[src/rtl/core/wsp_pkg.sv]
`timescale 1ns / 1ps
// ----------------------------------------------------------------------------
// wsp_pkg
// Shared types and constants of the WAV stream parser: parse phase codes,
// chunk tags, result kinds, error codes and the beat layouts.
// ----------------------------------------------------------------------------
package wsp_pkg;

   // Field widths.
   localparam int BYTE_W   = 8;
   localparam int WORD_W   = 32;
   localparam int HALF_W   = 16;
   localparam int KIND_W   = 2;
   localparam int ERR_W    = 3;
   localparam int PHASE_W  = 4;
   localparam int INDEX_W  = 4;
   localparam int POS_W    = 2;
   localparam int GAIN_W   = 16;
   localparam int RSP_DATA_W = 88;

   // Result layout in the response data word, lowest bit up.
   localparam int RSP_ERR_LSB   = 0;
   localparam int RSP_RATE_LSB  = RSP_ERR_LSB + ERR_W;
   localparam int RSP_CH_LSB    = RSP_RATE_LSB + WORD_W;
   localparam int RSP_LEFT_LSB  = RSP_CH_LSB + HALF_W;
   localparam int RSP_RIGHT_LSB = RSP_LEFT_LSB + HALF_W;
   localparam int RSP_USED_W    = RSP_RIGHT_LSB + HALF_W;

   // Unity gain in Q4.12.
   localparam logic [GAIN_W-1:0] GAIN_UNITY = 16'd4096;

   // Parse phases.
   localparam logic [PHASE_W-1:0] PH_RIFF      = 4'd0;
   localparam logic [PHASE_W-1:0] PH_RSIZE     = 4'd1;
   localparam logic [PHASE_W-1:0] PH_WAVE      = 4'd2;
   localparam logic [PHASE_W-1:0] PH_CID       = 4'd3;
   localparam logic [PHASE_W-1:0] PH_FMTSIZE   = 4'd4;
   localparam logic [PHASE_W-1:0] PH_DATASIZE  = 4'd5;
   localparam logic [PHASE_W-1:0] PH_OTHERSIZE = 4'd6;
   localparam logic [PHASE_W-1:0] PH_FMTBODY   = 4'd7;
   localparam logic [PHASE_W-1:0] PH_SKIP      = 4'd8;
   localparam logic [PHASE_W-1:0] PH_DATA      = 4'd9;
   localparam logic [PHASE_W-1:0] PH_IDLE      = 4'd10;

   // Chunk tags as little-endian words.
   localparam logic [WORD_W-1:0] TAG_RIFF = 32'h4646_4952;
   localparam logic [WORD_W-1:0] TAG_WAVE = 32'h4556_4157;
   localparam logic [WORD_W-1:0] TAG_FMT  = 32'h2074_6D66;
   localparam logic [WORD_W-1:0] TAG_DATA = 32'h6174_6164;

   // Format checks.
   localparam logic [WORD_W-1:0] FMT_MIN_LEN = 32'd16;
   localparam logic [HALF_W-1:0] FMT_PCM     = 16'd1;
   localparam logic [HALF_W-1:0] BITS_16     = 16'd16;
   localparam logic [HALF_W-1:0] CH_MONO     = 16'd1;
   localparam logic [HALF_W-1:0] CH_STEREO   = 16'd2;
   localparam logic [INDEX_W-1:0] FMT_BODY_LAST = 4'd15;

   // Result kinds.
   localparam logic [KIND_W-1:0] KIND_AUDIO  = 2'd0;
   localparam logic [KIND_W-1:0] KIND_ACCEPT = 2'd1;
   localparam logic [KIND_W-1:0] KIND_REJECT = 2'd2;

   // Error codes.
   localparam logic [ERR_W-1:0] ERR_NONE      = 3'd0;
   localparam logic [ERR_W-1:0] ERR_BAD_TAG   = 3'd1;
   localparam logic [ERR_W-1:0] ERR_FMT_SHORT = 3'd2;
   localparam logic [ERR_W-1:0] ERR_NOT_PCM   = 3'd3;
   localparam logic [ERR_W-1:0] ERR_NOT_16BIT = 3'd4;
   localparam logic [ERR_W-1:0] ERR_CHANNELS  = 3'd5;
   localparam logic [ERR_W-1:0] ERR_MISSING   = 3'd6;

   // Saturation limits of the scaled quotient.
   localparam int QUO_W = 21;
   localparam logic signed [QUO_W-1:0] QUO_MAX = 21'sd32767;
   localparam logic signed [QUO_W-1:0] QUO_MIN = -21'sd32768;
   localparam logic [HALF_W-1:0] SAMPLE_MAX = 16'h7FFF;
   localparam logic [HALF_W-1:0] SAMPLE_MIN = 16'h8000;

   // One input beat as held in the input register.
   typedef struct packed {
      logic [BYTE_W-1:0] byte_value;
      logic              start_of_file;
      logic              end_of_file;
   } in_beat_type;

endpackage

[src/rtl/core/wav_stream_parser_with_gain.sv]
`timescale 1ns / 1ps
// ----------------------------------------------------------------------------
// wav_stream_parser_with_gain
// Parses a RIFF/WAVE byte stream, reports header acceptance or rejection and
// turns the following 16-bit PCM samples into gain-scaled stereo frames.
// ----------------------------------------------------------------------------
// A result is registered twice: its byte beat is held in the input register,
// then parsed and scaled into the output register.
// Throughput: one byte per cycle while the output side does not stall, set
// by the single-pass parse and multiply.
// Reset is synchronous: the parser returns to the RIFF tag phase and the
// gain to unity (4096); no clearing pass is needed.
module wav_stream_parser_with_gain (
   input  logic         clock,
   input  logic         reset,
   input  logic         csr_we,
   input  logic [15:0]  csr_wdata,   // volume_gain
   input  logic         req_tvalid,
   output logic         req_tready,
   input  logic [7:0]   req_tdata,   // byte_value
   input  logic [0:0]   req_tuser,   // start_of_file
   input  logic         req_tlast,   // end_of_file
   output logic         rsp_tvalid,
   input  logic         rsp_tready,
   output logic [87:0]  rsp_tdata,   // error_code, rate_hz, channel_count,
                                     // left_sample, right_sample, zero fill
   output logic [1:0]   rsp_tuser    // kind
);

   logic [wsp_pkg::GAIN_W-1:0] gain_ff;
   logic [wsp_pkg::GAIN_W-1:0] gain_in;
   logic                       take;
   logic                       beat_valid;
   wsp_pkg::in_beat_type       beat;

   // Volume register.
   assign gain_in = csr_we ? csr_wdata : gain_ff;

   always_ff @(posedge clock) begin
      if (reset) begin
         gain_ff <= wsp_pkg::GAIN_UNITY;
      end else begin
         gain_ff <= gain_in;
      end
   end

   wsp_in_reg u_in_reg (
      .clock      (clock),
      .reset      (reset),
      .req_tvalid (req_tvalid),
      .req_tready (req_tready),
      .req_tdata  (req_tdata),
      .req_tuser  (req_tuser),
      .req_tlast  (req_tlast),
      .take       (take),
      .beat_valid (beat_valid),
      .beat       (beat)
   );

   wsp_parser u_parser (
      .clock      (clock),
      .reset      (reset),
      .beat_valid (beat_valid),
      .beat       (beat),
      .take       (take),
      .gain       (gain_ff),
      .rsp_tvalid (rsp_tvalid),
      .rsp_tready (rsp_tready),
      .rsp_tdata  (rsp_tdata),
      .rsp_tuser  (rsp_tuser)
   );

endmodule

[src/rtl/core/wsp_in_reg.sv]
`timescale 1ns / 1ps
// ----------------------------------------------------------------------------
// wsp_in_reg
// Input register: captures one byte beat and holds it until the parser
// takes it.
// ----------------------------------------------------------------------------
module wsp_in_reg (
   input  logic                 clock,
   input  logic                 reset,
   input  logic                 req_tvalid,
   output logic                 req_tready,
   input  logic [7:0]           req_tdata,   // byte_value
   input  logic [0:0]           req_tuser,   // start_of_file
   input  logic                 req_tlast,   // end_of_file
   input  logic                 take,
   output logic                 beat_valid,
   output wsp_pkg::in_beat_type beat
);

   logic                 valid_ff;
   logic                 valid_in;
   wsp_pkg::in_beat_type beat_ff;

   // The register is free when empty or when the parser takes it this cycle.
   assign req_tready = !valid_ff || take;
   assign valid_in   = req_tready ? req_tvalid : valid_ff;

   always_ff @(posedge clock) begin
      if (reset) begin
         valid_ff <= 1'b0;
      end else begin
         valid_ff <= valid_in;
      end
   end

   // Payload carries no reset.
   always_ff @(posedge clock) begin
      if (req_tvalid && req_tready) begin
         beat_ff.byte_value    <= req_tdata;
         beat_ff.start_of_file <= req_tuser[0];
         beat_ff.end_of_file   <= req_tlast;
      end
   end

   assign beat_valid = valid_ff;
   assign beat       = beat_ff;

endmodule

[src/rtl/core/wsp_gain_scale.sv]
`timescale 1ns / 1ps
// ----------------------------------------------------------------------------
// wsp_gain_scale
// Scales one signed 16-bit sample by the unsigned Q4.12 gain, truncates
// toward zero and saturates to the int16 range.
// ----------------------------------------------------------------------------
module wsp_gain_scale (
   input  logic [wsp_pkg::HALF_W-1:0] raw_sample,
   input  logic [wsp_pkg::GAIN_W-1:0] gain,
   output logic [wsp_pkg::HALF_W-1:0] scaled_sample
);

   logic signed [32:0]               product;
   logic signed [32:0]               biased;
   logic signed [wsp_pkg::QUO_W-1:0] quotient;

   // Exact product of the signed sample and the zero-extended gain.
   assign product = $signed({{17{raw_sample[15]}}, raw_sample}) * $signed({17'b0, gain});

   // A negative product is biased so that the shift truncates toward zero.
   assign biased   = product[32] ? product + 33'sd4095 : product;
   assign quotient = $signed(biased[32:12]);

   // Clamp to the int16 range.
   always_comb begin
      if (quotient > wsp_pkg::QUO_MAX) begin
         scaled_sample = wsp_pkg::SAMPLE_MAX;
      end else if (quotient < wsp_pkg::QUO_MIN) begin
         scaled_sample = wsp_pkg::SAMPLE_MIN;
      end else begin
         scaled_sample = quotient[15:0];
      end
   end

endmodule

[src/rtl/core/wsp_parser.sv]
`timescale 1ns / 1ps
// ----------------------------------------------------------------------------
// wsp_parser
// Header state machine and sample assembly. Each byte beat updates the
// parse state in one pass and may load one result into the output register.
// ----------------------------------------------------------------------------
module wsp_parser (
   input  logic                         clock,
   input  logic                         reset,
   input  logic                         beat_valid,
   input  wsp_pkg::in_beat_type         beat,
   output logic                         take,
   input  logic [wsp_pkg::GAIN_W-1:0]   gain,
   output logic                         rsp_tvalid,
   input  logic                         rsp_tready,
   output logic [wsp_pkg::RSP_DATA_W-1:0] rsp_tdata,
   output logic [wsp_pkg::KIND_W-1:0]   rsp_tuser
);

   // Parse state.
   logic [wsp_pkg::PHASE_W-1:0] phase_ff, phase_in, phase_c;
   logic [wsp_pkg::INDEX_W-1:0] idx_ff, idx_in, idx_c;
   logic [wsp_pkg::WORD_W-1:0]  acc_ff, acc_in, acc_c;
   logic [wsp_pkg::WORD_W-1:0]  len_ff, len_in, len_c;
   logic [wsp_pkg::HALF_W-1:0]  fmtc_ff, fmtc_in, fmtc_c;
   logic [wsp_pkg::HALF_W-1:0]  chan_ff, chan_in, chan_c;
   logic [wsp_pkg::WORD_W-1:0]  rate_ff, rate_in, rate_c;
   logic [wsp_pkg::HALF_W-1:0]  bits_ff, bits_in, bits_c;
   logic                        seen_ff, seen_in, seen_c;
   logic [wsp_pkg::BYTE_W-1:0]  lowb_ff, lowb_in, lowb_c;
   logic [wsp_pkg::HALF_W-1:0]  lefth_ff, lefth_in, lefth_c;
   logic [wsp_pkg::POS_W-1:0]   pos_ff, pos_in, pos_c;

   // Output register.
   logic                           rsp_valid_ff, rsp_valid_in;
   logic [wsp_pkg::KIND_W-1:0]     rsp_kind_ff;
   logic [wsp_pkg::RSP_DATA_W-1:0] rsp_data_ff;

   // Result of the current beat.
   logic                        res_valid;
   logic [wsp_pkg::KIND_W-1:0]  res_kind;
   logic [wsp_pkg::ERR_W-1:0]   res_err;
   logic [wsp_pkg::WORD_W-1:0]  res_rate;
   logic [wsp_pkg::HALF_W-1:0]  res_chan;
   logic [wsp_pkg::HALF_W-1:0]  res_left;
   logic [wsp_pkg::HALF_W-1:0]  res_right;
   logic [wsp_pkg::ERR_W-1:0]   err;

   logic [wsp_pkg::BYTE_W-1:0]  b;
   logic [wsp_pkg::WORD_W-1:0]  acc_field;
   logic                        field_done;
   logic [wsp_pkg::INDEX_W-1:0] idx_field;
   logic [wsp_pkg::WORD_W-1:0]  len_dec;
   logic [wsp_pkg::HALF_W-1:0]  scaled;

   assign b = beat.byte_value;

   // A beat is taken when the output register is free for its result.
   assign take = beat_valid && (!rsp_valid_ff || rsp_tready);

   // Start of file clears the state seen by this byte.
   always_comb begin
      if (beat.start_of_file) begin
         phase_c = wsp_pkg::PH_RIFF;
         idx_c   = '0;
         acc_c   = '0;
         len_c   = '0;
         fmtc_c  = '0;
         chan_c  = '0;
         rate_c  = '0;
         bits_c  = '0;
         seen_c  = 1'b0;
         lowb_c  = '0;
         lefth_c = '0;
         pos_c   = '0;
      end else begin
         phase_c = phase_ff;
         idx_c   = idx_ff;
         acc_c   = acc_ff;
         len_c   = len_ff;
         fmtc_c  = fmtc_ff;
         chan_c  = chan_ff;
         rate_c  = rate_ff;
         bits_c  = bits_ff;
         seen_c  = seen_ff;
         lowb_c  = lowb_ff;
         lefth_c = lefth_ff;
         pos_c   = pos_ff;
      end
   end

   // Four-byte little-endian field assembly.
   assign acc_field  = acc_c | ({24'b0, b} << {idx_c[1:0], 3'b000});
   assign field_done = (idx_c[1:0] == 2'd3);
   assign idx_field  = field_done ? '0 : idx_c + 4'd1;
   assign len_dec    = (len_c != '0) ? len_c - 32'd1 : len_c;

   wsp_gain_scale u_scale (
      .raw_sample    ({b, lowb_c}),
      .gain          (gain),
      .scaled_sample (scaled)
   );

   // Next state and result of one byte.
   always_comb begin
      phase_in  = phase_c;
      idx_in    = idx_c;
      acc_in    = acc_c;
      len_in    = len_c;
      fmtc_in   = fmtc_c;
      chan_in   = chan_c;
      rate_in   = rate_c;
      bits_in   = bits_c;
      seen_in   = seen_c;
      lowb_in   = lowb_c;
      lefth_in  = lefth_c;
      pos_in    = pos_c;
      res_valid = 1'b0;
      res_kind  = wsp_pkg::KIND_AUDIO;
      res_err   = wsp_pkg::ERR_NONE;
      res_rate  = '0;
      res_chan  = '0;
      res_left  = '0;
      res_right = '0;
      err       = wsp_pkg::ERR_NONE;

      case (phase_c)
         wsp_pkg::PH_RIFF, wsp_pkg::PH_WAVE: begin
            idx_in = idx_field;
            acc_in = acc_field;
            if (field_done) begin
               if (acc_field != ((phase_c == wsp_pkg::PH_RIFF) ?
                                 wsp_pkg::TAG_RIFF : wsp_pkg::TAG_WAVE)) begin
                  err = wsp_pkg::ERR_BAD_TAG;
               end else begin
                  phase_in = (phase_c == wsp_pkg::PH_RIFF) ?
                             wsp_pkg::PH_RSIZE : wsp_pkg::PH_CID;
                  acc_in   = '0;
               end
            end
         end
         wsp_pkg::PH_RSIZE: begin
            idx_in = idx_field;
            acc_in = acc_field;
            if (field_done) begin
               phase_in = wsp_pkg::PH_WAVE;
               acc_in   = '0;
            end
         end
         wsp_pkg::PH_CID: begin
            idx_in = idx_field;
            acc_in = acc_field;
            if (field_done) begin
               acc_in = '0;
               if (acc_field == wsp_pkg::TAG_FMT) begin
                  phase_in = wsp_pkg::PH_FMTSIZE;
               end else if (acc_field == wsp_pkg::TAG_DATA) begin
                  phase_in = wsp_pkg::PH_DATASIZE;
               end else begin
                  phase_in = wsp_pkg::PH_OTHERSIZE;
               end
            end
         end
         wsp_pkg::PH_FMTSIZE: begin
            idx_in = idx_field;
            acc_in = acc_field;
            if (field_done) begin
               len_in = acc_field;
               if (acc_field < wsp_pkg::FMT_MIN_LEN) begin
                  err = wsp_pkg::ERR_FMT_SHORT;
               end else begin
                  phase_in = wsp_pkg::PH_FMTBODY;
                  acc_in   = '0;
               end
            end
         end
         wsp_pkg::PH_OTHERSIZE: begin
            idx_in = idx_field;
            acc_in = acc_field;
            if (field_done) begin
               len_in   = acc_field;
               acc_in   = '0;
               phase_in = (acc_field != '0) ? wsp_pkg::PH_SKIP : wsp_pkg::PH_CID;
            end
         end
         wsp_pkg::PH_FMTBODY: begin
            // Byte lanes of the first 16 fmt bytes; the rest are ignored.
            case (idx_c)
               4'd0:    fmtc_in = {8'b0, b};
               4'd1:    fmtc_in = {b, fmtc_c[7:0]};
               4'd2:    chan_in = {8'b0, b};
               4'd3:    chan_in = {b, chan_c[7:0]};
               4'd4:    rate_in = {24'b0, b};
               4'd5:    rate_in = {rate_c[31:16], b, rate_c[7:0]};
               4'd6:    rate_in = {rate_c[31:24], b, rate_c[15:0]};
               4'd7:    rate_in = {b, rate_c[23:0]};
               4'd14:   bits_in = {8'b0, b};
               4'd15:   bits_in = {b, bits_c[7:0]};
               default: ;
            endcase
            idx_in = idx_c + 4'd1;
            if (idx_c == wsp_pkg::FMT_BODY_LAST) begin
               seen_in  = 1'b1;
               len_in   = len_c - wsp_pkg::FMT_MIN_LEN;
               phase_in = (len_c != wsp_pkg::FMT_MIN_LEN) ?
                          wsp_pkg::PH_SKIP : wsp_pkg::PH_CID;
               idx_in   = '0;
               acc_in   = '0;
            end
         end
         wsp_pkg::PH_SKIP: begin
            len_in = len_dec;
            if (len_dec == '0) begin
               phase_in = wsp_pkg::PH_CID;
               idx_in   = '0;
               acc_in   = '0;
            end
         end
         wsp_pkg::PH_DATASIZE: begin
            idx_in = idx_field;
            acc_in = acc_field;
            if (field_done) begin
               len_in = acc_field;
               if (!seen_c) begin
                  err = wsp_pkg::ERR_MISSING;
               end else if (fmtc_c != wsp_pkg::FMT_PCM) begin
                  err = wsp_pkg::ERR_NOT_PCM;
               end else if (bits_c != wsp_pkg::BITS_16) begin
                  err = wsp_pkg::ERR_NOT_16BIT;
               end else if (chan_c != wsp_pkg::CH_MONO &&
                            chan_c != wsp_pkg::CH_STEREO) begin
                  err = wsp_pkg::ERR_CHANNELS;
               end else begin
                  res_valid = 1'b1;
                  res_kind  = wsp_pkg::KIND_ACCEPT;
                  res_rate  = rate_c;
                  res_chan  = chan_c;
                  phase_in  = wsp_pkg::PH_DATA;
                  acc_in    = '0;
                  pos_in    = '0;
               end
            end
         end
         wsp_pkg::PH_DATA: begin
            // Even positions hold the low byte, odd ones complete a sample.
            if (pos_c inside {2'd0, 2'd2}) begin
               lowb_in = b;
               pos_in  = pos_c + 2'd1;
            end else if (chan_c == wsp_pkg::CH_MONO) begin
               res_valid = 1'b1;
               res_left  = scaled;
               res_right = scaled;
               pos_in    = '0;
            end else if (pos_c == 2'd1) begin
               lefth_in = scaled;
               pos_in   = 2'd2;
            end else begin
               res_valid = 1'b1;
               res_left  = lefth_c;
               res_right = scaled;
               pos_in    = '0;
            end
         end
         default: ;
      endcase

      // A rejection replaces any other result and parks the parser.
      if (err != wsp_pkg::ERR_NONE) begin
         res_valid = 1'b1;
         res_kind  = wsp_pkg::KIND_REJECT;
         res_err   = err;
         res_rate  = '0;
         res_chan  = '0;
         res_left  = '0;
         res_right = '0;
         phase_in  = wsp_pkg::PH_IDLE;
      end

      // End of file inside an unfinished header is a missing chunk; any end of file parks the parser.
      if (beat.end_of_file) begin
         if (!res_valid && phase_in != wsp_pkg::PH_DATA &&
             phase_in != wsp_pkg::PH_IDLE) begin
            res_valid = 1'b1;
            res_kind  = wsp_pkg::KIND_REJECT;
            res_err   = wsp_pkg::ERR_MISSING;
         end
         phase_in = wsp_pkg::PH_IDLE;
      end
   end

   // Parse state registers advance on each taken beat.
   always_ff @(posedge clock) begin
      if (reset) begin
         phase_ff <= wsp_pkg::PH_RIFF;
         idx_ff   <= '0;
         acc_ff   <= '0;
         len_ff   <= '0;
         fmtc_ff  <= '0;
         chan_ff  <= '0;
         rate_ff  <= '0;
         bits_ff  <= '0;
         seen_ff  <= 1'b0;
         lowb_ff  <= '0;
         lefth_ff <= '0;
         pos_ff   <= '0;
      end else if (take) begin
         phase_ff <= phase_in;
         idx_ff   <= idx_in;
         acc_ff   <= acc_in;
         len_ff   <= len_in;
         fmtc_ff  <= fmtc_in;
         chan_ff  <= chan_in;
         rate_ff  <= rate_in;
         bits_ff  <= bits_in;
         seen_ff  <= seen_in;
         lowb_ff  <= lowb_in;
         lefth_ff <= lefth_in;
         pos_ff   <= pos_in;
      end
   end

   // Output register: loaded by a taken beat with a result, emptied when read and not refilled.
   always_comb begin
      if (take) begin
         rsp_valid_in = res_valid;
      end else if (rsp_tready) begin
         rsp_valid_in = 1'b0;
      end else begin
         rsp_valid_in = rsp_valid_ff;
      end
   end

   always_ff @(posedge clock) begin
      if (reset) begin
         rsp_valid_ff <= 1'b0;
      end else begin
         rsp_valid_ff <= rsp_valid_in;
      end
   end

   always_ff @(posedge clock) begin
      if (take && res_valid) begin
         rsp_kind_ff <= res_kind;
         rsp_data_ff <= {{(wsp_pkg::RSP_DATA_W - wsp_pkg::RSP_USED_W){1'b0}},
                         res_right, res_left, res_chan, res_rate, res_err};
      end
   end

   assign rsp_tvalid = rsp_valid_ff;
   assign rsp_tdata  = rsp_data_ff;
   assign rsp_tuser  = rsp_kind_ff;

   // An accepted header moves the parser to the sample phase unless the same byte ends the file.
   a_accept_enters_data: assert property (@(posedge clock) disable iff (reset)
      take && res_valid && res_kind == wsp_pkg::KIND_ACCEPT && !beat.end_of_file
      |=> phase_ff == wsp_pkg::PH_DATA)
      else $error("accepted header did not enter the sample phase");

   // A rejection carries an error code.
   a_reject_has_code: assert property (@(posedge clock) disable iff (reset)
      rsp_valid_ff && rsp_kind_ff == wsp_pkg::KIND_REJECT
      |-> rsp_data_ff[wsp_pkg::RSP_RATE_LSB-1:wsp_pkg::RSP_ERR_LSB] != wsp_pkg::ERR_NONE)
      else $error("rejection without an error code");

   // A mono stream never waits for a right sample.
   a_mono_no_pair: assert property (@(posedge clock) disable iff (reset)
      phase_ff == wsp_pkg::PH_DATA && chan_ff == wsp_pkg::CH_MONO |-> pos_ff != 2'd2)
      else $error("mono stream holding a left sample");

   // Mono frames carry the same sample on both channels.
   a_mono_equal: assert property (@(posedge clock) disable iff (reset)
      rsp_valid_ff && rsp_kind_ff == wsp_pkg::KIND_AUDIO && chan_ff == wsp_pkg::CH_MONO
      |-> rsp_data_ff[wsp_pkg::RSP_RIGHT_LSB-1:wsp_pkg::RSP_LEFT_LSB] ==
          rsp_data_ff[wsp_pkg::RSP_USED_W-1:wsp_pkg::RSP_RIGHT_LSB])
      else $error("mono frame with unequal channels");

endmodule
[config.mk]
export PLATFORM = sky130hd
export DESIGN_NAME = wav_stream_parser_with_gain
export DESIGN_NICKNAME = d
export VERILOG_FILES = /design/src/rtl/core/wsp_pkg.sv /design/src/rtl/core/wav_stream_parser_with_gain.sv /design/src/rtl/core/wsp_in_reg.sv /design/src/rtl/core/wsp_gain_scale.sv /design/src/rtl/core/wsp_parser.sv
export SDC_FILE = /design/constraint.sdc
export NUM_CORES = 1
export LEC_CHECK = 0
export BUFFER_PORTS_ARGS = -buffer_cell sky130_fd_sc_hd__buf_2
export CAP_MARGIN = 5
export CORE_ASPECT_RATIO = 1.1
export CORE_MARGIN = 4
export CORE_UTILIZATION = 65
export CTS_BUF_LIST = sky130_fd_sc_hd__clkbuf_2
export DETAILED_ROUTE_END_ITERATION = 10
export PLACE_DENSITY = 0.84
export SETUP_SLACK_MARGIN = 0.02
export SYNTH_ARGS = -nofsm -noshare
export SYNTH_HDL_FRONTEND = slang
export SYNTH_SLANG_ARGS = --single-unit
[constraint.sdc]
create_clock -name clock -period 12.9 [get_ports clock]
set_input_delay 0.645 -clock clock [delete_from_list [all_inputs] [get_ports clock]]
set_output_delay 0.645 -clock clock [all_outputs]
set_load 0.05 [all_outputs]
==> results by stage <==
Placement:
- The post-place setup slack is 3.53 ns.
- In this run the cell area measured after placement is 0.0257 mm2.
- The number of buffers added on ports is 117.
- The final weighted congestion in routability-driven placement is slightly below 1.
- The number of cells in the design after placement is 3453.
- The HPWL after detailed placement is 54000 um.

Floorplanning:
- The number of top-level pins is about 120.
- The starting utilization of the core area is about 66%.
- In this run the vertical extent of the chip is 213 um.
- The area of the core is ~0.038 mm2.
- From left edge to right edge, the die measures 195 um.
- The die covers between 0.04 and 0.05 mm2.
- The number of placement rows is 75.

Timing:
- Setup slack on the critical path of the routed design comes to 3.30 ns.
- Setup violations remaining at the end of the flow were counted as 0.
- The maximum frequency from static timing analysis is 104 MHz.
- The smallest clock period supported by the final layout is computed as 9.60 ns.
- At the pin with the least slew margin, the transition time is 1.17 ns.
- The number of hold violations in the final report is 0.
- The final period utilization is 74.4%.
- Headroom to the max-slew limit came out at between 20% and 30%.
- In the final timing run, aggregate negative setup slack is 0 ns.
- The tightest hold path in the finished design has a slack of roughly 0.10 ns.
- Between clock sinks in the finished design, the worst skew comes to 0.0862 ns.
- The count of pins over their slew limit was 0.
- Setup repair after global routing left no endpoint under its margin.

Worst setup path:
- The start of the worst register-to-register path is u_in_reg.beat[1]$_DFFE_PP_.
- Measured in cells, the most critical reg-to-reg path has a length of 24.
- The register-to-register setup slack is approximately 3.3 ns.
- At the worst endpoint, the required time is roughly 14 ns.
- For the worst setup path, the data arrival time is 10.49 ns.
- The critical path contains buffers and inverters numbering 3 combined.
- In this design, the stage delay of the slowest critical-path cell is 0.98 ns.
- The dominant delay contributor by cell family on the critical path is adder cells.
- STA classifies the critical path startpoint as a flop.
- Among the stages of the critical path, the cell type that occurs most often is sky130_fd_sc_hd__fa_1.
- The start-to-end type of the worst setup path is reg -> reg.
- Traced cell by cell, the critical path runs through nor2b_1, nand2_1, fa_1, fa_1, fa_1, fa_1, inv_1, fa_1, inv_1, fa_1, inv_1, ha_1, a21o_1, and3_1, o21ai_0, nand4b_1, xor2_1, nand4bb_1, nand4b_1, nor4bb_1, xor2_1, o31ai_4, nand3_1, o21ai_0.
- The endpoint type of the worst setup path is a flop.
- The start point of the critical path is u_in_reg.beat[1]$_DFFE_PP_.
- The largest fanout on the critical path is 17.
- The endpoint identified for the worst register-to-register timing path is u_parser.rsp_tdata[52]$_SDFFCE_PP0P_.
- The cell type of the slowest stage on the worst timing path is sky130_fd_sc_hd__nor2b_1.

Clock tree:
- No sink is reached through more buffers than the 3 on the longest clock path.
- In this run the post-CTS setup repair buffer count came out at 0.
- In this run the number of H-tree levels came out at 3.
- The number of clock buffers inserted by TritonCTS is 76.
- CTS saw 292 sinks.
- After clock tree synthesis, the clock-pin slew on the worst setup and hold paths is about 0.12 ns.
- Buffers inserted to repair hold after CTS numbered 29.
- The number of gates resized after cts is 0.
- TritonCTS built the clock tree.
- The clock latency reported for the late side of the worst-skew pair is 1.09 ns.
- The root buffer cell chosen for the clock tree is sky130_fd_sc_hd__clkbuf_2.

Global route:
- The first-pass GRT wire length is 120000 um.
- Global routing used 35.6% of the available tracks.
- The number of antenna violations at the first check in global routing came to 2.
- Entering global routing, the biggest net connects 105 pins.
- For this run the aggregate overflow at the end of global routing stands at 0.
- The number of global-route vias before repair was 22761.

Drt:
- After detailed routing, the number of vias per cell comes to 6.36.
- The detail route stage leaves a number of antenna-violating nets equal to 0.
- The via total after detailed routing is 23043.
- The post-detailed-route DRC marker count is 0.
- The initial detailed-routing violation count is 2480.
- The number of detailed-route iterations in the first pass is 6.
- The final wirelength is 74800 um.
- In the final routed layout, each cell accounts on average for 20.7 um.

Cells and area:
- After routing the design area is 0.0267 mm2.
- The number of nets in the layout is 3415.
- From synthesis to final layout, the design area changed by 6.91%.
- Once layout is complete, the utilization of the core stands at 70.2%.
- The filler-free cell count of the finished design is 3622.
- Cells with a size suffix above 1 make up 10.5% of the layout.

Yosys:
- The total of flip-flops plus latches after synthesis is 292.
- The cell area after technology mapping is roughly 0.025 mm2.
- Counting flops with an async set or reset pin after synthesis yields a share of 0%.
- The cell count after synthesis is 2991.
- The sequential area share after synthesis is about 27%.
- The netlist uses 93 different library cells.
- The dominant cell type by area after synthesis is sky130_fd_sc_hd__dfxtp_1.
- The synthesized design contains 95 enable-type register cells.
- Yosys attributes the largest share of cell area to sky130_fd_sc_hd__dfxtp_1, sky130_fd_sc_hd__fa_1, sky130_fd_sc_hd__edfxtp_1.
- The mean cell area of the mapped netlist is roughly 8.3 um2.
- The Yosys step of the flow raised 0 warnings.
- Among all flip-flop cells after synthesis, the most frequent one is sky130_fd_sc_hd__dfxtp_1.
- The fraction of synthesized cell area taken by the top area cell type is 15.8%.

Hold path:
- The min-delay analysis places its worst path in the category in -> reg.
- The startpoint identified for the worst hold timing path is reset.
- The worst hold path passes through 2 cells.
- The worst hold path terminates at u_parser.len_ff[25]$_SDFFE_PP0P_.

Power:
- The proportion of total power due to net switching is 42.7%.
- In this run, flip-flops and latches consume 36.1% of the power.
- The leakage power total is 11.5 nW.
- Dividing total power by cell area gives a power density of 103 mW/mm2.
- The peak supply drop is 0.133 mV.
- The switching component of the power is 1.17 mW.
- The design draws 2.75 mW.
- The portion of total power attributed to combinational logic is 39.7%.
- Cell internal power was estimated by the tool at 1.58 mW.
- In this run, the clock network consumes around 24% of the power.

Job:
- Across the run, the number of max-cap violations was 0.

Outcome:
- The flow ran to the end, and the final reports show no timing, DRC or antenna violations.
[cells by family after synthesis]
logic type	Yosys count	share of synthesized area (%)
mux	28	1.16
xor+xnor	73	2.56
fa+ha+maj	324	22.1
flops	292	27.2
buf+inv	475	7.33
simple gates	1126	21.7
other cells	1	0.0150
compound gates	672	17.9
[power groups by stage]
stage,sequential (mW),combinational (mW),clock [mW]
6_report,0.992,1.09,0.664
5_1_grt,0.994,1.22,0.724
4_1_cts,0.990,1.08,0.665
3_5_place_dp,1.01,1.06,0
3_3_place_gp,1.01,1.05,0
2_1_floorplan,1.00,0.792,0
[layout by cell type (no fill, tap or decap), types with 56 or more instances in the layout]
master / Yosys / layout
sky130_fd_sc_hd__a21oi_1: 169 / 168
sky130_fd_sc_hd__a22oi_1: 100 / 100
sky130_fd_sc_hd__and2_1: 167 / 167
sky130_fd_sc_hd__buf_2: 16 / 116
sky130_fd_sc_hd__clkbuf_2: 0 / 117
sky130_fd_sc_hd__dfxtp_1: 197 / 197
sky130_fd_sc_hd__edfxtp_1: 95 / 95
sky130_fd_sc_hd__fa_1: 194 / 194
sky130_fd_sc_hd__ha_1: 130 / 129
sky130_fd_sc_hd__inv_1: 272 / 272
sky130_fd_sc_hd__nand2_1: 301 / 301
sky130_fd_sc_hd__nor2_1: 358 / 357
sky130_fd_sc_hd__nor3_1: 56 / 56
sky130_fd_sc_hd__o21ai_0: 122 / 122
[cells in the mapped netlist, types with 7 or more instances]
library cell and n:
sky130_fd_sc_hd__ha_1 130, sky130_fd_sc_hd__a21oi_1 169, sky130_fd_sc_hd__nor2b_1 44, sky130_fd_sc_hd__nor2_1 358, sky130_fd_sc_hd__xnor2_1 40, sky130_fd_sc_hd__a22o_1 12, sky130_fd_sc_hd__a22oi_2 7, sky130_fd_sc_hd__a22oi_1 100
sky130_fd_sc_hd__edfxtp_1 95, sky130_fd_sc_hd__buf_4 7, sky130_fd_sc_hd__and3_1 20, sky130_fd_sc_hd__clkbuf_1 159, sky130_fd_sc_hd__or4_1 8, sky130_fd_sc_hd__mux2_2 7, sky130_fd_sc_hd__o22ai_1 8, sky130_fd_sc_hd__mux2i_1 21
sky130_fd_sc_hd__a311oi_1 18, sky130_fd_sc_hd__a31oi_1 26, sky130_fd_sc_hd__o221ai_1 12, sky130_fd_sc_hd__nand2_1 301, sky130_fd_sc_hd__nor3b_1 8, sky130_fd_sc_hd__nand2b_1 18, sky130_fd_sc_hd__a21o_1 12, sky130_fd_sc_hd__nand4_1 23
sky130_fd_sc_hd__dfxtp_1 197, sky130_fd_sc_hd__nor4_1 41, sky130_fd_sc_hd__or3_1 10, sky130_fd_sc_hd__a32oi_1 11, sky130_fd_sc_hd__nand3_1 32, sky130_fd_sc_hd__o31ai_1 8, sky130_fd_sc_hd__o211ai_1 13, sky130_fd_sc_hd__xor2_1 33
sky130_fd_sc_hd__nor3_1 56, sky130_fd_sc_hd__a211oi_1 20, sky130_fd_sc_hd__o21ai_1 37, sky130_fd_sc_hd__o21a_1 10, sky130_fd_sc_hd__inv_1 272, sky130_fd_sc_hd__fa_1 194, sky130_fd_sc_hd__o21ai_0 122, sky130_fd_sc_hd__buf_2 16
sky130_fd_sc_hd__buf_1 20, sky130_fd_sc_hd__and2_1 167
[layout make-up]
type                            instances  area [um2]
Inverter                              273        1020
Multi-Input combinational cell       2242       16400
Clock inverter                         20         101
Clock buffer                          117         586
Sequential cell                       292        6800
Timing Repair Buffer                  175        1100
Antenna cell                            3        7.51
Fill cell                            3019       11300
Tap cell                              500         626
[state kept, by name (all words and copies together), names as in the netlist]
name	count
u_parser.lowb_ff	8
u_parser.idx_ff	4
u_in_reg.beat	10
u_parser.seen_ff	1
u_parser.rsp_tuser	2
u_parser.len_ff	32
u_parser.rsp_tdata	83
gain_ff	16
u_parser.acc_ff	32
u_parser.rsp_tvalid	1
u_parser.pos_ff	2
u_parser.phase_ff	4
u_parser.rate_ff	32
u_parser.lefth_ff	16
u_parser.chan_ff	16
u_parser.bits_ff	16
u_in_reg.beat_valid	1
u_parser.fmtc_ff	16
[metal layers]
layer  track usage [%]  vias up  part of all wire (%)
li1                  -    10439                     -
met1              45.1    11066                    38
met2              59.1     1278                    48
met3              6.95      258                   9.1
met4              17.8        2                   4.8
met5                 0        -                 0.016
[worst register-to-register path, cell delays in order (launching register included)]
cell	delay, ns
sky130_fd_sc_hd__edfxtp_1	0.64
sky130_fd_sc_hd__nor2b_1	0.98
sky130_fd_sc_hd__nand2_1	0.20
sky130_fd_sc_hd__fa_1	0.60
sky130_fd_sc_hd__fa_1	0.44
sky130_fd_sc_hd__fa_1	0.48
sky130_fd_sc_hd__fa_1	0.50
sky130_fd_sc_hd__inv_1	0.06
sky130_fd_sc_hd__fa_1	0.55
sky130_fd_sc_hd__inv_1	0.06
sky130_fd_sc_hd__fa_1	0.53
sky130_fd_sc_hd__inv_1	0.04
sky130_fd_sc_hd__ha_1	0.39
sky130_fd_sc_hd__a21o_1	0.23
sky130_fd_sc_hd__and3_1	0.20
sky130_fd_sc_hd__o21ai_0	0.28
sky130_fd_sc_hd__nand4b_1	0.22
sky130_fd_sc_hd__xor2_1	0.31
sky130_fd_sc_hd__nand4bb_1	0.21
sky130_fd_sc_hd__nand4b_1	0.25
sky130_fd_sc_hd__nor4bb_1	0.48
sky130_fd_sc_hd__xor2_1	0.18
sky130_fd_sc_hd__o31ai_4	0.61
sky130_fd_sc_hd__nand3_1	0.59
sky130_fd_sc_hd__o21ai_0	0.42
[worst max-delay path by stage]
| stage | to | slack, ns | cells past startpoint |
|---|---|---|---|
| 2_1_floorplan | u_parser.rsp_tdata[56]$_SDFFCE_PP0P_ | 3.65 | 36 |
| 3_3_place_gp | u_parser.rsp_tdata[54]$_SDFFCE_PP0P_ | 3.87 | 24 |
| 3_5_place_dp | u_parser.rsp_tdata[52]$_SDFFCE_PP0P_ | 3.53 | 24 |
| 4_1_cts | u_parser.rsp_tdata[52]$_SDFFCE_PP0P_ | 3.49 | 24 |
| 5_1_grt | u_parser.rsp_tdata[52]$_SDFFCE_PP0P_ | 2.51 | 24 |
| 6_report | u_parser.rsp_tdata[52]$_SDFFCE_PP0P_ | 3.30 | 24 |
(Power assumes the default switching activity.)
